## config.mk

```make
export PLATFORM = sky130hd
export DESIGN_NAME = ldlcd_front
export DESIGN_NICKNAME = d
export VERILOG_FILES = /design/src/design/ldlcd_pkg.sv /design/src/design/ldlcd_front.sv
export SDC_FILE = /design/constraint.sdc
export NUM_CORES = 1
export LEC_CHECK = 0
export BUFFER_PORTS_ARGS = -buffer_cell sky130_fd_sc_hd__buf_2
export CORE_ASPECT_RATIO = 1.75
export CORE_UTILIZATION = 35
export DETAILED_ROUTE_END_ITERATION = 16
export PLACE_DENSITY = 0.58
export SYNTH_ARGS = -nofsm -noshare
export SYNTH_HDL_FRONTEND = slang
export SYNTH_SLANG_ARGS = --single-unit
```

## constraint.sdc

```tcl
create_clock -name clk -period 2.9 [get_ports clk]
set_clock_uncertainty 0.2 [all_clocks]
set_input_delay 0.58 -clock clk [delete_from_list [all_inputs] [get_ports clk]]
set_output_delay 0.58 -clock clk [all_outputs]
set_load 0.005 [all_outputs]
```

## src/design/ldlcd_pkg.sv

```systemverilog
`timescale 1ns / 1ps
// ----------------------------------------------------------------------------
// LED driver latch command decoder package
// Shared widths, command codes and the front-to-back request record.
// ----------------------------------------------------------------------------
package ldlcd_pkg;

  localparam int SLOTS       = 16;
  localparam int WORD_BITS   = 48;
  localparam int ADDR_ORIGIN = 15;
  localparam int COLOUR_BITS = 16;
  localparam int POKER_BIT   = 44;
  localparam int XREF_BIT    = 5;
  localparam int ESPWM_BIT   = 8;
  localparam int LAT_BITS    = 5;
  localparam int SLOT_BITS   = (SLOTS > 1) ? $clog2(SLOTS) : 1;

  typedef logic [WORD_BITS-1:0] word_t;

  typedef enum logic [3:0] {
    CMD_NONE    = 4'd0,
    CMD_WRTGS   = 4'd1,
    CMD_LATGS   = 4'd2,
    CMD_WRTFC   = 4'd3,
    CMD_LINERST = 4'd4,
    CMD_READFC  = 4'd5,
    CMD_TMGRST  = 4'd6,
    CMD_FCWRTEN = 4'd7,
    CMD_INVALID = 4'd8
  } cmd_t;

  // One classified beat handed from the front to the back.
  typedef struct packed {
    cmd_t         cmd;
    word_t        word;
    logic [5:0]   view;
  } req_t;

  function automatic cmd_t decode_len(input logic [LAT_BITS-1:0] len);
    cmd_t c;
    case (len)
      5'd0:    c = CMD_NONE;
      5'd1:    c = CMD_WRTGS;
      5'd3:    c = CMD_LATGS;
      5'd5:    c = CMD_WRTFC;
      5'd7:    c = CMD_LINERST;
      5'd11:   c = CMD_READFC;
      5'd13:   c = CMD_TMGRST;
      5'd15:   c = CMD_FCWRTEN;
      default: c = CMD_INVALID;
    endcase
    return c;
  endfunction

endpackage

```

## src/design/ldlcd_front.sv

```systemverilog
`timescale 1ns / 1ps
`default_nettype none
// ----------------------------------------------------------------------------
// Front end
// Shifts serial data, measures the latch pulse and classifies the command.
// ----------------------------------------------------------------------------
module ldlcd_front (
  input  wire logic           clk,
  input  wire logic           rst,
  input  wire logic           in_valid,
  input  wire logic           serial_bit,
  input  wire logic           latch_level,
  input  wire logic [5:0]     view_word,
  output ldlcd_pkg::req_t     req
);

  ldlcd_pkg::word_t                  shift_word;
  logic [ldlcd_pkg::LAT_BITS-1:0]    latch_length;

  always_ff @(posedge clk) begin
    if (rst) begin
      shift_word   <= '0;
      latch_length <= '0;
    end else if (in_valid) begin
      shift_word <= {shift_word[ldlcd_pkg::WORD_BITS-2:0], serial_bit};
      if (latch_level) begin
        if (latch_length != '1) latch_length <= latch_length + 1'b1;
      end else begin
        latch_length <= '0;
      end
    end
  end

  // The command acts on the shift word as it stood before this beat's bit.
  always_comb begin
    req.cmd  = latch_level ? ldlcd_pkg::CMD_NONE : ldlcd_pkg::decode_len(latch_length);
    req.word = shift_word;
    req.view = view_word;
  end

endmodule
`default_nettype wire

```

======== After elaboration in Yosys (flattened, before gate mapping) ========
Memory sizes are Yosys's and may differ from the RTL's. A register that Yosys moved wholly into a read port is not among the register bits.
Cells that the tools add are included.
operators by class
  multipliers ............................. 0
  shift-type cells ........................ 0
  reduce and logical (&&, ||, !) cells .... 1
  div/mod/pow operators ................... 0
  eq/ne operators ......................... 2
  order comparisons ....................... 0
  bitwise gates (word level) .............. 0
  add/subtract/negate cells ............... 1
  mux-type cells .......................... 6
operators by type and width
  cell                                                             count
  4-bit 2-to-1 mux                                                 4
  5-bit 2-to-1 mux                                                 2
  5-bit by 1-bit adder with 5-bit output, second input constant    1
  5-bit != test, second input constant                             1
  2-bit by 1-bit != test with 1-bit output, second input constant  1
  2-bit AND reduction                                              1
word-level totals
  latch bits .............................. 0
  memories kept ........................... 1
  memory bits (writable) .................. 0
  output and inout port bits .............. 58
  word-level logic and storage cells ...... 13
  register bits ........................... 53
  input bits .............................. 11
  memory bits (read-only) ................. 64
memory list
  memory            words  bits a word  rd ports  clocked after Yosys merged registers in  wr ports  RTL line         text
  (name not given)  16     4            1         1                                        0         ldlcd_pkg.sv:41  case (len)

======== Depth between registers and ports, before layout ========
  word-level depth ........................ 5
  gate-level depth with buffers ........... 8

======== Worst setup path after synthesis ========
OpenSTA, ideal clock, no wires.
  kind .................................... reg-to-reg
  from .................................... register latch_length[0] (netlist name)
  to ...................................... register (tool-made name)
  library setup time ...................... 0.121 ns
  clock period less this slack ............ 2.249 ns
  data arrival time ....................... 1.928 ns
  data required time ...................... 2.579 ns
  stages on the path, launching flop included .. 8
  path slack .............................. 0.651 ns
  cells stage by stage .................... dfxtp_1 > ha_1 > and3_1 > ha_1 > a21bo_2 > a22o_4 > o31ai_4 > mux2_4
RTL lines
  what                    RTL line           text
  start, declared         ldlcd_front.sv:18  logic [ldlcd_pkg::LAT_BITS-1:0] latch_length;
  start signal, assigned  ldlcd_front.sv:27  if (latch_length != '1) latch_length <= latch_length + 1'b1;

==> results_dict.tcl <==
set metrics [dict create \
    grt_max_degree 50 \
    post_drt_via_cell_ratio 4.64 \
    post_synth_mux_area_share_pct 23.1 \
    finalCritPeriodShare_pct 81.6 \
    dieArea_sq_mm 0.00672 \
    grtUsageTotal_pct 14.0 \
    slew_headroom_pct 60.8 \
    netlist_area_sq_mm 0.00223 \
    synth_cell_type_count 31 \
    synth_nets 228 \
    synthCells 215 \
    final_common_cell "dfxtp_1" \
    finish.instance_area_sq_mm 0.00273 \
    cts_setup_buffers 0 \
    numPortBuffers 56 \
    status "finished clean" \
    path_max_fanout 7 \
    power_mw 1.58 \
    fin_nets 279 \
    min_period_ns 2.37 \
    ys_ff_latch 57 \
    vias 1630 \
    cts_buffers 9 \
    synth_edf_count 0 \
    grt_pass1_vias 1589 \
    hold_viol_final 0 \
    p_leak_nw 1.38 \
    cts-hold-fix-buffers 0 \
    synthAdderAreaFrac_pct 1.12 \
    hpwlAfterDp_microns 2920 \
    syn_to_final_growth_pct 22.1 \
    synth_warnings 0 \
    wl_met2_microns 2190 \
    place.gp.congestion 0.733 \
    synth-compound-area-share_pct 5.77 \
    max_freq_mhz 422 \
    final-setup-viol-count 0 \
    core_area_sq_mm 0.00618 \
    diodes 0 \
    antenna_found_initial 0 \
    rows 38 \
    clock_sinks 57 \
    path_buf_inv 0 \
    crit_family "compound AO/OA/AOI/OAI gates" \
    layout_common_cells "57 x dfxtp_1, 56 x buf_2, 54 x nor2_1, 49 x mux2i_1, 10 x clkbuf_8" \
    cp.arrival_ns 2.39 \
    tns_ns 0 \
    yosys.area_share.simple_pct 13.6 \
    die_h_microns 108 \
    ir_drop_mv 0.329 \
    crit_path_cell_trace "ha_1, and3_1, ha_1, a21bo_2, a22o_4, o31ai_4, mux2_4" \
    antenna_left 0 \
    clock_path_buffers 2 \
    cts.clk_slew.worst_paths_ns 0.06 \
    cp.required_ns 2.93 \
    endpoint_kind "flip-flop" \
    top_layer_used "met4" \
    power_density_mw_per_mm2 579 \
    synth-xor-area-share_pct 0 \
    wl_microns 4320 \
    start_util_pct 36.2 \
    yosysSeqAreaShare_pct 51.1 \
    drtIter0Drc 46 \
    boundaryPins 69 \
    wl_met3_microns 210 \
    drc_errors 0 \
    syn_avg_cell_area_sq_um 10.4 \
    synthArstFlopShare_pct 0 \
    cts_resized 0 \
    max_slew.worst_pin.slew_ns 0.588 \
    cts_tree "done" \
    die_w_microns 62.4 \
    grt_pass1_wl_microns 7020 \
    crit_top_cell "ha_1" \
    startpoint_type "flip-flop" \
    cts_root_buf "clkbuf_8" \
    met1_length_microns 1810 \
    dr.pass1.iters 4 \
    path_class "flip-flop to flip-flop" \
    crit_slowest_cell "dfxtp_1" \
    rsz0062_at_grt "false" \
    slew_viol_final 0 \
    grt-ovfl-total 0 \
    drive_gt1_share_pct 30.3 \
    fill_cells 645 \
    wl_per_cell_microns 12.3 \
    htreeDepth 3 \
    placed_cell_area_sq_mm 0.00253 \
    clock_latency_ns 0.33 \
    min_path_type "input port to flip-flop" \
    synth_top_family_by_area "multiplexers" \
    cpPeakStageDelay_ns 0.33 \
    synthFlopType "dfxtp_1" \
    maxCapViolations 0 \
]
[per-stage QoR]
stage	hold WS, ns	instances	worst slack (ns)	util [%]
after floorplan	0.285	215	0.651	-
final	0.276	351	0.532	44.1
after global routing	0.257	351	0.457	44.1
after CTS	0.249	351	0.532	44.1
after global placement	0.284	335	0.604	41.0
after detailed placement	0.301	335	0.544	41.0
[per-layer routing]
layer  up-vias  GRT usage [%]
li1        822              -
met1       761           14.0
met2        39           22.7
met3         8           4.98
met4         0           12.5
met5         -              0
[final timing paths]
kind / slack [ns] / start / depth (start not counted) / endpoint
setup / recovery: 0.53 / latch_length[0] / 7 / flip-flop
setup reg to reg: 0.53 / latch_length[0] / 7 / flip-flop
hold / removal: 0.28 / rst / 2 / latch_length[4]
hold reg to reg: 0.30 / shift_word[47] / 2 / shift_word[47]
[sequential cells by signal (all words and copies together), names as in the netlist, named ones only]
| register | cells |
|---|---|
| shift_word | 48 |
| latch_length | 5 |
[worst reg2reg max path, delay by kind of cell, from the launching register on]
family / cells / cell delay (ns)
simple gates: 1 / 0.19
fa+ha+maj: 2 / 0.43
flops: 1 / 0.33
compound gates: 3 / 0.79
mux: 1 / 0.32
[final cells by class]
type                    count  area, sq um  share of cell area, %
clock buffers              10          138                   5.04
clock inverters             6         57.6                   2.11
inverters                   4         15.0                  0.550
multi-input cells         135          975                   35.7
flip-flops and latches     57         1140                   41.8
well taps                  80          100                   3.67
repair buffers             59          303                   11.1
[Yosys cell counts, types with 2 or more instances]
library cell / count / area [sq um]
and2_1: 4 / 25.0
nand2_1: 2 / 7.51
inv_1: 4 / 15.0
nor2_1: 54 / 203
buf_2: 5 / 25.0
dfxtp_1: 57 / 1140
a21oi_1: 2 / 10.0
clkbuf_1: 7 / 26.3
mux2i_1: 49 / 490
buf_4: 7 / 52.6
ha_1: 2 / 25.0
and3_1: 2 / 12.5
o211ai_1: 2 / 15.0
[kinds of logic (layout without fill, tap and decap cells)]
logic type | after synthesis | count (layout)
and+or+nand+nor | 68 | 68
adders and majority gates | 2 | 2
DFF | 57 | 57
buffers and inverters | 23 | 79
AOI/OAI and AO/OA | 14 | 14
muxes | 51 | 51
[power breakdown]
group | internal, mW | switching (mW)
sequential | 0.787 | 0.00240
clock | 0.413 | 0.309
combinational | 0.0273 | 0.0412
total | 1.23 | 0.353
Note: power is estimated with default switching activity, not from simulation.
