`src/design/ldlcd_pkg.sv`:
```
`timescale 1ns / 1ps
// ----------------------------------------------------------------------------
// LED driver latch command decoder package
// Shared widths, command codes and the front-to-back request record.
// ----------------------------------------------------------------------------
package ldlcd_pkg;

  localparam int SLOTS       = 16;
  localparam int WORD_BITS   = 48;
  localparam int ADDR_ORIGIN = 15;
  localparam int COLOUR_BITS = 16;
  localparam int POKER_BIT   = 44;
  localparam int XREF_BIT    = 5;
  localparam int ESPWM_BIT   = 8;
  localparam int LAT_BITS    = 5;
  localparam int SLOT_BITS   = (SLOTS > 1) ? $clog2(SLOTS) : 1;

  typedef logic [WORD_BITS-1:0] word_t;

  typedef enum logic [3:0] {
    CMD_NONE    = 4'd0,
    CMD_WRTGS   = 4'd1,
    CMD_LATGS   = 4'd2,
    CMD_WRTFC   = 4'd3,
    CMD_LINERST = 4'd4,
    CMD_READFC  = 4'd5,
    CMD_TMGRST  = 4'd6,
    CMD_FCWRTEN = 4'd7,
    CMD_INVALID = 4'd8
  } cmd_t;

  // One classified beat handed from the front to the back.
  typedef struct packed {
    cmd_t         cmd;
    word_t        word;
    logic [5:0]   view;
  } req_t;

  function automatic cmd_t decode_len(input logic [LAT_BITS-1:0] len);
    cmd_t c;
    case (len)
      5'd0:    c = CMD_NONE;
      5'd1:    c = CMD_WRTGS;
      5'd3:    c = CMD_LATGS;
      5'd5:    c = CMD_WRTFC;
      5'd7:    c = CMD_LINERST;
      5'd11:   c = CMD_READFC;
      5'd13:   c = CMD_TMGRST;
      5'd15:   c = CMD_FCWRTEN;
      default: c = CMD_INVALID;
    endcase
    return c;
  endfunction

endpackage

```
`src/design/ldlcd_queue.sv`:
```
`timescale 1ns / 1ps
`default_nettype none
// ----------------------------------------------------------------------------
// Request queue
// Two-entry queue between the front and back ends.
// ----------------------------------------------------------------------------
module ldlcd_queue (
  input  wire logic            clk,
  input  wire logic            rst,
  input  wire logic            wr,
  input  wire ldlcd_pkg::req_t wdata,
  output logic                 full,
  input  wire logic            rd,
  output ldlcd_pkg::req_t      rdata,
  output logic                 empty
);

  ldlcd_pkg::req_t mem [2];
  logic            wptr;
  logic            rptr;
  logic [1:0]      count;

  assign full  = (count == 2'd2);
  assign empty = (count == 2'd0);
  assign rdata = mem[rptr];

  always_ff @(posedge clk) begin
    if (wr && !full) mem[wptr] <= wdata;
  end

  always_ff @(posedge clk) begin
    if (rst) begin
      wptr  <= 1'b0;
      rptr  <= 1'b0;
      count <= 2'd0;
    end else begin
      if (wr && !full) wptr <= ~wptr;
      if (rd && !empty) rptr <= ~rptr;
      count <= count + {1'b0, wr && !full} - {1'b0, rd && !empty};
    end
  end

  assert property (@(posedge clk) disable iff (rst) count <= 2'd2)
    else $error("queue count overflow");

endmodule
`default_nettype wire

```
`config.mk`:
```
export PLATFORM = sky130hd
export DESIGN_NAME = ldlcd_queue
export DESIGN_NICKNAME = d
export VERILOG_FILES = /design/src/design/ldlcd_pkg.sv /design/src/design/ldlcd_queue.sv
export SDC_FILE = /design/constraint.sdc
export NUM_CORES = 1
export LEC_CHECK = 0
export ABC_AREA = 1
export BUFFER_PORTS_ARGS = -buffer_cell sky130_fd_sc_hd__buf_2
export CORE_MARGIN = 3
export CORE_UTILIZATION = 52
export DETAILED_ROUTE_END_ITERATION = 12
export PLACE_DENSITY = 0.79
export SLEW_MARGIN = 15
export SYNTH_ARGS = -nofsm -noshare
export SYNTH_HDL_FRONTEND = slang
export SYNTH_SLANG_ARGS = --single-unit
```
`constraint.sdc`:
```
create_clock -name clk -period 4.9 [get_ports clk]
set_input_delay 1.47 -clock clk [delete_from_list [all_inputs] [get_ports clk]]
set_output_delay 1.47 -clock clk [all_outputs]
set_load 0.02 [all_outputs]
```
Word-level counts from Yosys, hierarchy flattened --
Memories as Yosys holds them, arrays and structs flattened. A register that Yosys moved wholly into a read port is not among the register bits. Index checks and enable logic that the tools add are counted.
Cells by class: add/subtract/negate cells 2, bitwise logic cells 2, muxes and demuxes 4, reductions and logical operators 5, equality and inequality tests 1
Operators by type and width (number):
- two-way mux 1 bit | 4
- adder 2 x 1 -> 2 bit | 1
- == test 2 bit (second input constant) | 1
- logical AND 1 bit | 2
- zero test 1 bit | 2
- zero test 2 bit | 1
- NOT 1 bit | 2
- subtractor 2 x 1 -> 2 bit | 1
Word-level totals: input port bits 62, memories kept 1, register bits 4, bits in writable memories 116, word-level logic and storage cells 18, output and inout bits 60
Memory list:
- mem | words 2, bits a word 58, read ports 1, clocked after Yosys merged registers in 1, write ports 1, line ldlcd_queue.sv:18 | ldlcd_pkg::req_t mem [2];

Longest topological paths before layout --
Gate-level depths: netlist (run 1).
word-level depth 5, depth in mapped cells 11, depth with buffers taken out 11

Worst setup path before layout (run 1) --
OpenSTA, ideal clock, no wires.
kind input-to-reg, from in wr, to mem mem[0][0] (netlist name), enable pin, slack 0.460 ns, setup time 0.474 ns, cell stages on the path 2, buffers on the path 0, data required time 4.426 ns, arrival time 3.966 ns, cells stage by stage nand2_1 nor2_1
On the way: longest elaborated chain between the ends 3
RTL lines:
- start: declaration | line ldlcd_queue.sv:10 | input wire logic wr,
- logical AND 1 bit | line ldlcd_queue.sv:28 | if (wr && !full) mem[wptr] <= wdata;
- two-way mux 1 bit | line ldlcd_queue.sv:28
- two-way mux 1 bit (implied by the code) | line ldlcd_queue.sv:28
- end: declaration | line ldlcd_queue.sv:18
No other way between the ends.

==> results.cfg, run 1 <==
[synthesis]
synth.distinct_cells = 12
yosys-top-cells-count = edfxtp_1, mux2_2, mux2_4, inv_1, nor2_1
synth_edf_count = 116
synthTopCellsByArea = edfxtp_1, mux2_2, mux2_4
avgSynthCellArea_sq_um = 20.60
synth_top_area_share = 0.7720
ys_ff_latch = 121
synth_warnings = 0
syn-cell-area_sq_um = 4512
synth_cells = 219
async_flop_share = 0
ys_seq_area_frac = 0.7942
synth_top_area_cell = edfxtp_1
synthFlopType = edfxtp_1
syn_nets = 283
synth_most_common_cell = edfxtp_1

[setup_path]
r2r_slack_ns = 2.95
r2r_cells = 5
crit_path_end_kind = output pin
endpoint = rdata[18]
path_class = reg -> out
worstPathRequired_ns = 3.43
r2r_start = count[0]$_SDFF_PP0_
cp-start-kind = flip-flop
cp_max_fo = 58
critPathArrivalTime_ns = 2.01
timing.rr.end = mem[0][21]$_DFFE_PP_

[floorplanning]
core_sq_um = 8341
dieHeight_microns = 99.15
dieArea_sq_um = 9831
start_util = 0.5410
row_count = 33
chipWidth_microns = 99.15
ios = 122

[sta]
setup_tns_ns = 0
period_minus_slack_ns = 3.477
fin_ws_ns = 1.423
rsz0062_at_grt = false
worstMarginPinSlew_ns = 0.8768
fmax_ghz = 0.2876
setup_violations = 0
maxSlewHeadroom = 0.4155
drv_slew = 0
fin_crit_sh = 0.7096
hold_viol = 0
fin_skew_ns = 0.006137
holdWs_ns = 0.5026

[cts]
tritoncts = built
clkTransAtPathRegs_ns = 0.05
cts.sinks = 121
post-cts-setup-buffer-count = 0
htreeDepth = 4
hold_buffers = 0
cts_root_buf = clkbuf_8
clockBufferDepth = 2
numCtsBuffers = 17
cts_resized = 0
insertion_delay_ns = 0.49

[final_layout]
finalNonFillerCells = 475
diodes = 0
layout-drive-gt1-share = 0.5811
nFillCells = 573
design_area_sq_um = 5839
seqCellArea_sq_um = 3587
post-route-util = 0.7001
multi_input_area_sq_um = 849.6
nNetsFinal = 421
syn2layout_area_growth_pct = 29.42

[drt]
highest_layer = met5
drtIter0Drc = 136
dr.pass1.iters = 4
via_per_inst = 4.954
wl_met1_mm = 3.085
routed-wl-met3_microns = 707
avgRoutedWirePerCell_microns = 15.89
drtAntennaViolNets = 0
dr_wl_met2_mm = 3.686
wl_mm = 7.546
num_vias = 2353
drcViolationCount = 0

[grt]
overflow = 0
grt_max_degree = 59
antenna_found_initial = 1
grt_pass1_wl_mm = 11.85
grt_pass1_vias = 2452
grtUsageTotal = 0.1603

[placement]
place_area_sq_um = 5241
port_buffers = 121
gp_congestion = 0.6752
preCtsSetupSlack_ns = 1.890
dp_hpwl_mm = 4.943
place_inst = 443

[power]
power_density_nw_per_um2 = 581.0
p_total_mw = 3.393
p_leak_nw = 2.294
ir_drop_uv = 312.4

[job]
maxCapViolCount = 0

[run_status]
outcome = finished, final reports clean

[hold_path]
hold_class = reg -> reg
==> final cells by class <==
type	instances	share of cell area
clock buffers	18	0.07157
clock inverters	14	0.03085
inverters	10	0.006428
multi-input cells	82	0.1455
flip-flops and latches	121	0.6143
well taps	105	0.02250
repair buffers	125	0.1088
==> worst min path at each step <==
stage | start | to | slack [ns] | cells after the start
after floorplan | rptr$_SDFFE_PP0P_ | flip-flop | 0.47 | 2
after global placement | rptr$_SDFFE_PP0P_ | rptr$_SDFFE_PP0P_ | 0.49 | 2
after detailed placement | rptr$_SDFFE_PP0P_ | flip-flop | 0.49 | 2
after CTS | rptr$_SDFFE_PP0P_ | flip-flop | 0.51 | 2
after global routing | rptr$_SDFFE_PP0P_ | flip-flop | 0.55 | 2
final | rptr$_SDFFE_PP0P_ | flip-flop | 0.50 | 2
==> flip-flops by register name (all words and copies together), names as in the netlist, named ones only <==
signal / cells
count: 2
mem: 116
rptr: 1
wptr: 1
==> cell families (layout without fill, tap and decap cells) <==
family          after synthesis  count (layout)  share of synthesized area
flops                       121             121                     0.7942
simple gates                 20              20                    0.01747
mux                          58              58                     0.1614
buf+inv                      16             167                    0.01913
fa+ha+maj                     2               2                   0.005545
compound gates                2               2                   0.002219
==> layer usage <==
metal / up-vias / global-route usage
met2: 99 / 0.2536
li1: 1118 / -
met1: 1124 / 0.2012
met3: 10 / 0.07013
met4: 2 / 0.05042
met5: - / 0
==> layout by cell type (no fill, tap or decap) <==
cell type / instances
nor2_4: 1
mux2_4: 20
nor2_1: 8
buf_4: 4
clkbuf_1: 1
edfxtp_1: 116
nand3_1: 3
mux2_2: 38
clkinv_1: 2
a21oi_1: 2
inv_2: 1
nand2_1: 8
clkinv_2: 3
dfxtp_4: 1
ha_1: 2
clkbuf_8: 1
buf_2: 121
clkbuf_16: 16
clkinvlp_4: 5
dfxtp_1: 4
inv_1: 9
bufinv_16: 4
==> where the power goes <==
group          total, mW  internal [mW]  switching, mW
Sequential          1.42           1.32          0.102
Combinational      0.751          0.330          0.422
Clock               1.22          0.818          0.406
Total               3.39           2.46          0.929
==> critical path, cell delays in order, from the launching register on <==
cell     delay, ns
dfxtp_4       0.92
mux2_2        0.42
buf_2         0.16
Note: power is estimated with default switching activity, not from simulation.
==> run 2, diff against run 1 <==
==> constraint.sdc (replaced) <==
create_clock -name clk -period 3.3 [get_ports clk]
set_input_delay 0.99 -clock clk [delete_from_list [all_inputs] [get_ports clk]]
set_output_delay 0.99 -clock clk [all_outputs]
set_load 0.02 [all_outputs]
==> run 2 against run 1 <==
  * Global-route usage rose by 0.65 points
  * Sequential share of layout area fell by 0.50 points
  * Total power rose by 51%
  * Die area did not move
  * Largest power group unchanged
==> results.cfg, run 2 (synthesis gave the netlist of run 1 again) <==
[final_layout]
nNetsFinal = 422
design_area_sq_um = 5887
nFillCells = 563
largest_reg_flops = 116
multi_input_area_sq_um = 849.6
syn2layout_area_growth_pct = 30.48
post-route-util = 0.7058
layout_common_cells = buf_2, edfxtp_1, mux2_2, mux2_4, clkbuf_16
top_regs = mem: 116 flops, count: 2 flops
layout-drive-gt1-share = 0.5849
diodes = 0
final_common_cell = buf_2
seqCellArea_sq_um = 3587
top_register = mem

[setup_path]
cp-start-kind = flip-flop
path_class = reg -> out
critPathArrivalTime_ns = 1.90
r2r_slack_ns = 1.62
crit_chain = buf_4 -> mux2_2 -> buf_2
r2r_cells = 5
cp_max_fo = 19
max_stage_delay_ns = 0.52
timing.rr.end = mem[1][1]$_DFFE_PP_
r2r_start = count[0]$_SDFF_PP0_
worstPathRequired_ns = 2.31
crit_path_end_kind = output pin
worst_path_max_delay_cell = dfxtp_4

[cts]
cts_resized = 0
clkTransAtPathRegs_ns = 0.05
htreeDepth = 4
post-cts-setup-buffer-count = 0
hold_buffers = 0
cts.sinks = 121
cts_root_buf = clkbuf_8
insertion_delay_ns = 0.49
clockBufferDepth = 2
numCtsBuffers = 17
tritoncts = built

[grt]
grt_max_degree = 37
grt_pass1_wl_mm = 12.21
antenna_found_initial = 1
grtUsageTotal = 0.1668
overflow = 0
grt_pass1_vias = 2506

[drt]
drtAntennaViolNets = 0
routed-wl-met3_microns = 557
drtIter0Drc = 93
dr.pass1.iters = 4
wl_met1_mm = 3.172
highest_layer = met5
avgRoutedWirePerCell_microns = 16.71
dr_wl_met2_mm = 4.088
via_per_inst = 5.046
wl_mm = 7.953
drcViolationCount = 0
num_vias = 2402

[placement]
dp_hpwl_mm = 5.269
gp_congestion = 0.7680
place_area_sq_um = 5274
port_buffers = 121

[floorplanning]
chipWidth_microns = 99.15
core_sq_um = 8341
ios = 122
start_util = 0.5410
row_count = 33
dieArea_sq_um = 9831
dieHeight_microns = 99.15

[run_status]
outcome = finished, final reports clean

[hold_path]
hold_class = reg -> reg
whs_path_depth = 2
hold_start = rptr$_SDFFE_PP0P_

[sta]
period_minus_slack_ns = 2.889
setup_violations = 0
fin_crit_sh = 0.8754
rsz0062_at_grt = false
fmax_ghz = 0.3462
maxSlewHeadroom = 0.6415
hold_viol = 0
drv_slew = 0
setup_tns_ns = 0
worstMarginPinSlew_ns = 0.5369
fin_skew_ns = 0.004498

[power]
ir_drop_uv = 580.2
p_leak_nw = 2.318
power_density_nw_per_um2 = 868.5
p_total_mw = 5.113

[job]
maxCapViolCount = 0
[run 2: metrics by stage]
stage	cells	hold WS (ns)	setup WS, ns
global placement	444	0.4850	0.9425
detailed placement	444	0.5059	0.8948
floorplan	219	0.4675	0.3094
finish	476	0.5409	0.4111
global route	476	0.5718	0.3102
CTS	476	0.5303	0.3593
[run 2: final cells by class]
class,count,share of cell area
repair buffers,126,0.1135
clock buffers,17,0.07035
multi-input cells,82,0.1443
clock inverters,15,0.03379
flip-flops and latches,121,0.6094
inverters,10,0.006376
well taps,105,0.02232
[run 2: worst max-delay path: cells and delay by family (launching register included)]
kind     cells  cell delay (ns)
flops        1             0.52
buf+inv      2             0.50
mux          1             0.38
[run 2: worst max-delay path by stage]
| stage | startpoint | end | slack [ns] | depth (start not counted) |
|---|---|---|---|---|
| floorplan | wr | mem[0][0]$_DFFE_PP_ | 0.31 | 2 |
| global placement | flip-flop | rdata[17] | 0.94 | 3 |
| detailed placement | flip-flop | rdata[22] | 0.89 | 3 |
| CTS | flip-flop | rdata[22] | 0.36 | 3 |
| global route | flip-flop | rdata[19] | 0.31 | 3 |
| finish | flip-flop | rdata[20] | 0.41 | 3 |
[run 2: where the power goes]
part	internal [mW]	leakage (nW)	switching, mW
logic	0.506	0.902	0.699
clock network	1.23	0.290	0.641
registers	1.95	1.13	0.0876
[run 2: metal layers]
metal,track usage,vias up
li1,-,1124
met1,0.1977,1167
met3,0.05961,15
met5,0,-
met2,0.2753,94
met4,0.07458,2
==> run 3, diff against run 2 <==
--- a/config.mk
+++ b/config.mk
@@ -5,12 +5,11 @@
 export SDC_FILE = /design/constraint.sdc
 export NUM_CORES = 1
 export LEC_CHECK = 0
-export ABC_AREA = 1
 export BUFFER_PORTS_ARGS = -buffer_cell sky130_fd_sc_hd__buf_2
 export CORE_MARGIN = 3
-export CORE_UTILIZATION = 52
+export CORE_UTILIZATION = 51
 export DETAILED_ROUTE_END_ITERATION = 12
-export PLACE_DENSITY = 0.79
+export PLACE_DENSITY = 0.78
 export SLEW_MARGIN = 15
 export SYNTH_ARGS = -nofsm -noshare
 export SYNTH_HDL_FRONTEND = slang
==> run 3 against run 2 <==
  * Worst hold slack lost 0.037 ns
  * First-iteration DRC count is 2.2% higher
  * Wire length shrank 5.2%
  * Area after synthesis is 2.1% lower
==> results.cfg, run 3 <==
[run_status]
outcome = finished, final reports clean

[final_layout]
post-route-util = 0.6994
layout_common_cells = buf_2, edfxtp_1, mux2_2, clkbuf_16, bufinv_16
seqCellArea_sq_um = 3585
syn2layout_area_growth_pct = 31.45
multi_input_area_sq_um = 772.0
nFillCells = 569
nNetsFinal = 410
final_common_cell = buf_2
largest_reg_flops = 116
top_register = mem
diodes = 0
top_regs = mem: 116 flops, count: 2 flops
layout-drive-gt1-share = 0.6045

[synthesis]
async_flop_share = 0
synth_top_area_share = 0.7889
syn_nets = 271
yosys-top-cells-count = edfxtp_1, mux2_2, dfxtp_1, nor2_1
syn-cell-area_sq_um = 4415
avgSynthCellArea_sq_um = 21.33
synthFlopType = edfxtp_1
synth_edf_count = 116
synth_cells = 207
synth.distinct_cells = 23
synthTopCellsByArea = edfxtp_1, mux2_2, dfxtp_1
synth_top_area_cell = edfxtp_1
synth_most_common_cell = edfxtp_1
ys_seq_area_frac = 0.8116
synth_warnings = 0
ys_ff_latch = 121

[drt]
drtAntennaViolNets = 0
via_per_inst = 5.006
avgRoutedWirePerCell_microns = 16.24
drcViolationCount = 0
wl_mm = 7.537
drtIter0Drc = 95
num_vias = 2323
dr.pass1.iters = 5

[grt]
grt_pass1_vias = 2474
grtUsageTotal = 0.1643
grt_pass1_wl_mm = 12.03
antenna_found_initial = 0
grt_max_degree = 40
overflow = 0

[setup_path]
path_class = reg -> out
critPathArrivalTime_ns = 1.74
cp-start-kind = flip-flop
r2r_slack_ns = 1.53
crit_path_end_kind = output pin
worstPathRequired_ns = 2.31
cp_max_fo = 30

[cts]
tritoncts = built
insertion_delay_ns = 0.50
clkTransAtPathRegs_ns = 0.05
htreeDepth = 4
cts_resized = 0
numCtsBuffers = 17
hold_buffers = 0
post-cts-setup-buffer-count = 0
cts_root_buf = clkbuf_8
cts.sinks = 121
clockBufferDepth = 2

[power]
power_density_nw_per_um2 = 913.5
p_total_mw = 5.302
p_leak_nw = 2.236
ir_drop_uv = 623.6

[sta]
fmax_ghz = 0.3663
period_minus_slack_ns = 2.730
drv_slew = 0
setup_violations = 0
fin_crit_sh = 0.8272
fin_ws_ns = 0.5701
rsz0062_at_grt = false
maxSlewHeadroom = 0.6568
setup_tns_ns = 0
fin_skew_ns = 0.005739
hold_viol = 0
worstMarginPinSlew_ns = 0.5148

[floorplanning]
core_sq_um = 8299
dieArea_sq_um = 9810
start_util = 0.5320
chipWidth_microns = 99.05
dieHeight_microns = 99.05
row_count = 33
ios = 122

[placement]
preCtsSetupSlack_ns = 0.8963
gp_congestion = 0.7053
port_buffers = 121
dp_hpwl_mm = 4.970

[job]
maxCapViolCount = 0

[hold_path]
hold_class = reg -> reg
[run 3: cell types whose count changed after synthesis, moves of 3 or more]
cell / delta
inv_1: -7
mux2_2: +19
mux2_4: -20
nand2_1: -7
nand3_1: -3
nor2_1: -5
[run 3: cell families after synthesis]
family / after synthesis / share of synthesized area
adder cells (fa/ha/maj): 2 / 0.005666
multiplexers: 58 / 0.1479
AO/OA/AOI/OAI: 3 / 0.003966
XOR/XNOR: 2 / 0.003968
buffers and inverters: 10 / 0.01360
flip-flops: 121 / 0.8116
AND/OR/NAND/NOR: 11 / 0.01332
[run 3: through the flow]
stage / cells / cell area, sq um / hold slack, ns
global route: 464 / 5804 / 0.5447
floorplan: 207 / 4415 / 0.4515
detailed placement: 432 / 5159 / 0.4962
finish: 464 / 5804 / 0.5042
CTS: 464 / 5804 / 0.5036
global placement: 432 / 5159 / 0.4763
[run 3: layout make-up]
type,instances,share of cell area
Sequential cell,121,0.6176
Inverter,4,0.002587
Timing Repair Buffer,126,0.1130
Clock inverter,14,0.03923
Tap cell,105,0.02263
Clock buffer,18,0.07200
Multi-Input combinational cell,76,0.1330
[run 3: worst paths after layout]
check / to / from / cells after the start
max reg2reg: mem[0][45]$_DFFE_PP_ / count[0]$_SDFF_PP0_ / 5
min: wptr$_SDFFE_PP0P_ / wptr$_SDFFE_PP0P_ / 2
min reg2reg: wptr$_SDFFE_PP0P_ / wptr$_SDFFE_PP0P_ / 2
max: rdata[6] / flip-flop / 3
[run 3: worst max-delay path: stages, from the launching register on]
cell and delay (ns):
dfxtp_2 0.32, buf_4 0.36, mux2_2 0.40, buf_2 0.16
[run 3: routing by layer]
layer	up-vias	global-route usage	part of all wire
met2	85	0.2598	0.49
met4	0	0.05987	0.0092
met1	1138	0.2021	0.42
met3	7	0.07148	0.081
li1	1093	-	-
met5	-	0	0
[run 3: power by group]
part | internal, mW | switching [mW]
clock | 1.37 | 0.607
combinational | 0.522 | 0.787
sequential | 1.96 | 0.0568
total | 3.85 | 1.45
